<file path="src/rtl/core/fba_ram.sv">
// Generic simple dual-port RAM with registered read.
module fba_ram #(
	parameter int WIDTH = 32,
	parameter int DEPTH = 128
) (
	input  logic                     clk,
	input  logic                     we,
	input  logic [$clog2(DEPTH)-1:0] waddr,
	input  logic [WIDTH-1:0]         wdata,
	input  logic                     re,
	input  logic [$clog2(DEPTH)-1:0] raddr,
	output logic [WIDTH-1:0]         rdata
);

	logic [WIDTH-1:0] mem [DEPTH];

	always_ff @(posedge clk) begin
		if (we) begin
			mem[waddr] <= wdata;
		end
		if (re) begin
			rdata <= mem[raddr];
		end
	end

endmodule
</file>
<file path="config.mk">
export PLATFORM = sky130hd
export DESIGN_NAME = fba_ram
export DESIGN_NICKNAME = d
export VERILOG_FILES = /design/src/rtl/core/fba_ram.sv
export SDC_FILE = /design/constraint.sdc
export NUM_CORES = 2
export LEC_CHECK = 0
export BUFFER_PORTS_ARGS = -buffer_cell sky130_fd_sc_hd__buf_2
export CORE_MARGIN = 10
export CORE_UTILIZATION = 60
export CTS_BUF_LIST = sky130_fd_sc_hd__clkbuf_4 sky130_fd_sc_hd__clkbuf_8
export DETAILED_ROUTE_END_ITERATION = 12
export HOLD_SLACK_MARGIN = 0.08
export PLACE_DENSITY = 0.76
export SKIP_LAST_GASP = 1
export SYNTH_ARGS = -nofsm -noshare
export SYNTH_HDL_FRONTEND = slang
export SYNTH_SLANG_ARGS = --single-unit
</file>
<file path="constraint.sdc">
create_clock -name clk -period 4.1 [get_ports clk]
set_clock_uncertainty 0.2 [all_clocks]
set_input_delay 0.41 -clock clk [delete_from_list [all_inputs] [get_ports clk]]
set_output_delay 0.41 -clock clk [all_outputs]
set_load 0.05 [all_outputs]
</file>
# Word level (Yosys, flattened, before mapping)
# Memories as Yosys holds them, arrays and structs flattened. A register that Yosys moved wholly into a read port is not among the register bits.
# Cells that the tools add are included.
[word_totals] reg_bits=0 ramBits=4096 input_bits=49 output_inout_bits=32 word_cells=3 memories=1
[memory_table] memory="mem" words=128 word_bits=32 rd=1 rd_clocked_by_memory_dff=1 wr=1 line="15" source="logic [WIDTH-1:0] mem [DEPTH];"
[classes] mux=2
[op_table] operator="$mux 1" count=2

# Logic depth before layout (Yosys ltp)
[logic_depth] ltp_word=2 mapped_depth=8 depth_no_buf=4

# Worst setup path after synthesis
# No wires, ideal clock.
[synth_path] kind="in2reg" startpoint="input we" endpoint="memory mem[98][0], enable pin" setup_time_ps=461 arrival_time_ps=3188 t_required_ps=3439 slack_ps=251 stages=3 path_buffers=1 path_cell_list="clkbuf_1 nand4_1 nor3_1"
[synth_via] elab_chain_len=2
[synth_rtl] element="start: declaration" line="7" source="input logic we,"
[synth_rtl] element="$mux 1" line="18" source="if (we) begin"
[synth_rtl] element="$mux 1 (not written as such)" line="19" source="mem[waddr] <= wdata;"
[synth_rtl] element="end: declaration" line="15"
# No other way between the ends.

# Final worst setup path
[layout_path] startpoint="input waddr[4]" endpoint="memory mem[86][14], enable pin"
[layout_lines] element="start: declaration" line="8" source="input logic [$clog2(DEPTH)-1:0] waddr,"
# Straight into the memory's write port.

==> flow_summary_export.csv <==
group,metric,value,unit
status,status,"complete, no violations",
die,design.die.area,282000,sq um
timing,tns,0,ps
logic_synthesis,yosysUniqueCellTypes,16,
logic_synthesis,synthXorXnorAreaFrac,0,
pwr,total_leakage_power,55.6,nW
placement,io_buffers,80,
logic_synthesis,synth_warnings,0,
setup_path,cp.required,4670,ps
cells_and_area,finalNetCount,6910,
logic_synthesis,yosysTopAreaCellShare,0.792,
cts,cts_hold_buf,58,
cts,clock_path_buffers,4,
die,die_h,531,microns
timing,slew_headroom,0.0669,
pwr,ir_worst_vdd,348,uV
global_routing,grt_max_degree,129,
timing,report.final.slew_viol_count,0,
cts,cts_max_level,6,
die,rows,187,
global_routing,track_usage,0.305,
setup_path,critPathLaunchType,"input pin",
cts,cts.reportedPaths.clkPinSlew,60,ps
run,drv_cap,0,
logic_synthesis,syn-mean-instance-area,26.1,sq um
cts,cts_tree,"yes",
setup_path,crit_arrival,4020,ps
drt,finalWirelength,426,mm
setup_path,critPathMaxFanout,22,
drt,wl_per_cell,39.5,microns
drt,num_vias,75600,
cts,cts_made_buffers,632,
timing,fin_crit,3450,ps
logic_synthesis,synthSimpleGateAreaFrac,0.00445,
cells_and_area,drive_gt1_frac,0.404,
logic_synthesis,synth_area,157000,sq um
drt,drtPass1Iterations,5,
logic_synthesis,yosysSeqAreaShare,0.792,
global_routing,antenna_found_initial,74,
logic_synthesis,yosysTopAreaCell,"edfxtp_1",
logic_synthesis,synth_top_family_by_area,"multiplexers",
cts,cts_sinks,4128,
drt,drc_errors,0,
cells_and_area,syn2layout_area_growth,14.1,%
logic_synthesis,synthAdderAreaFrac,0,
drt,vias_per_cell,7.01,
timing,rsz0062_at_grt,"false",
pwr,power_density,477,nW/um^2
logic_synthesis,synth_compound_area_frac,0,
placement,hpwl,243,mm
setup_path,end_kind,"flip-flop",
die,io_pins,81,
cts,post_cts_buffers,0,
cells_and_area,instances_no_fill,10800,
cts,cts_resized,0,
drt,drtAntennaViolNets,0,
logic_synthesis,syn_inst,5990,
timing,final_hold_viol_count,0,
die,core,260000,sq um
timing,worst_pin_slew,1400,ps
global_routing,grt_pass1_wl,594,mm
drt,drt_iter0_drc,12200,
timing,min_period_over_period,0.841,
logic_synthesis,synthMuxAreaShare,0.196,
die,die_width,531,microns
cells_and_area,final_cell_mix,"edfxtp_1 (4128), mux4_2 (1344), clkbuf_8 (637)",
logic_synthesis,synth_seq_cells,4128,
cells_and_area,mostFrequentLayoutCell,"edfxtp_1",
placement,routabilityCongestion,0.838,
worst_hold_path,hp-class,"input pin to flip-flop",
cts,clk_latency,1210,ps
global_routing,grt_pass1_vias,76300,
logic_synthesis,syn-num-nets,6039,
die,initial_core_util,0.603,
cts,cts_root_buf,"clkbuf_8",
timing,setup_viol,0,
setup_path,crit_type,"input pin to flip-flop",
timing,clock.fmax,0.290,GHz
global_routing,grt_overflow,0,
logic_synthesis,synthTopCellsByArea,"edfxtp_1 (79%), mux4_2 (19%), clkbuf_1 (0.44%)",
placement,dp.cells,9571,
cells in the mapped netlist (all sizes together):
library cell / instances
buf: 134
mux4: 1344
nand2b: 2
clkbuf: 182
edfxtp: 4128
or3: 1
nand3: 12
nor3: 9
nor2: 122
nor2b: 7
nand4: 3
mux2: 32
nand2: 14
worst max-delay path, cell delays in order:
cell,delay (ps)
dlygate4sd3_1,610
buf_2,250
nor2b_1,560
nand3_1,130
dlygate4sd3_1,610
buf_4,210
nor3_2,150
dlygate4sd3_1,600
buf_4,420
where the power goes:
group | switching (W) | internal [W] | leakage (nW)
combinational | 0.00308 | 0.00188 | 12.0
clock | 0.0162 | 0.0173 | 6.48
sequential | 0.000136 | 0.0467 | 37.1
total | 0.0194 | 0.0659 | 55.6
metrics by stage:
step           area (sq um)  worst slack (ps)  hold WS, ps   util  power [W]
6_report             179000               653          141  0.688     0.0852
5_1_grt              179000               686          122  0.688     0.0874
4_1_cts              179000               717         81.0  0.688     0.0854
3_5_place_dp         166000               111          667  0.638     0.0525
3_3_place_gp         166000               120          656  0.638     0.0524
2_1_floorplan        157000               251          309      -     0.0500
layout make-up:
cell class,count,area (sq um)
Antenna cell,41,103
Clock inverter,282,2020
Sequential cell,4128,124000
Timing Repair Buffer,553,5830
Fill cell,14400,81000
Multi-Input combinational cell,1546,32300
Clock buffer,832,10200
Tap cell,3402,4260
per-layer routing:
metal,global-route usage,wire length (microns)
met5,0,266
met4,0.146,24200
met3,0.105,64600
met2,0.464,201000
met1,0.402,136000
state kept, by name, indices dropped and copies added (netlist names):
register,count
rdata,32
mem,4096
path summary, 6_finish.rpt:
path	endpoint	cells after the start	slack (ps)	from
worst max-delay path	mem[86][14]	9	650	waddr[4]
worst max register to register	rdata[29]	5	720	mem[21][29]
worst min-delay path	mem[34][21]	3	140	wdata[21]
worst min register to register	rdata[20]	4	980	mem[107][20]
cell families (layout without fill, tap and decap cells):
logic type / after synthesis / after routing
buffers and inverters: 316 / 1667
other: 0 / 41
AND/OR/NAND/NOR: 170 / 170
flip-flops: 4128 / 4128
multiplexers: 1376 / 1376
Note: power is estimated with default switching activity, not from simulation.
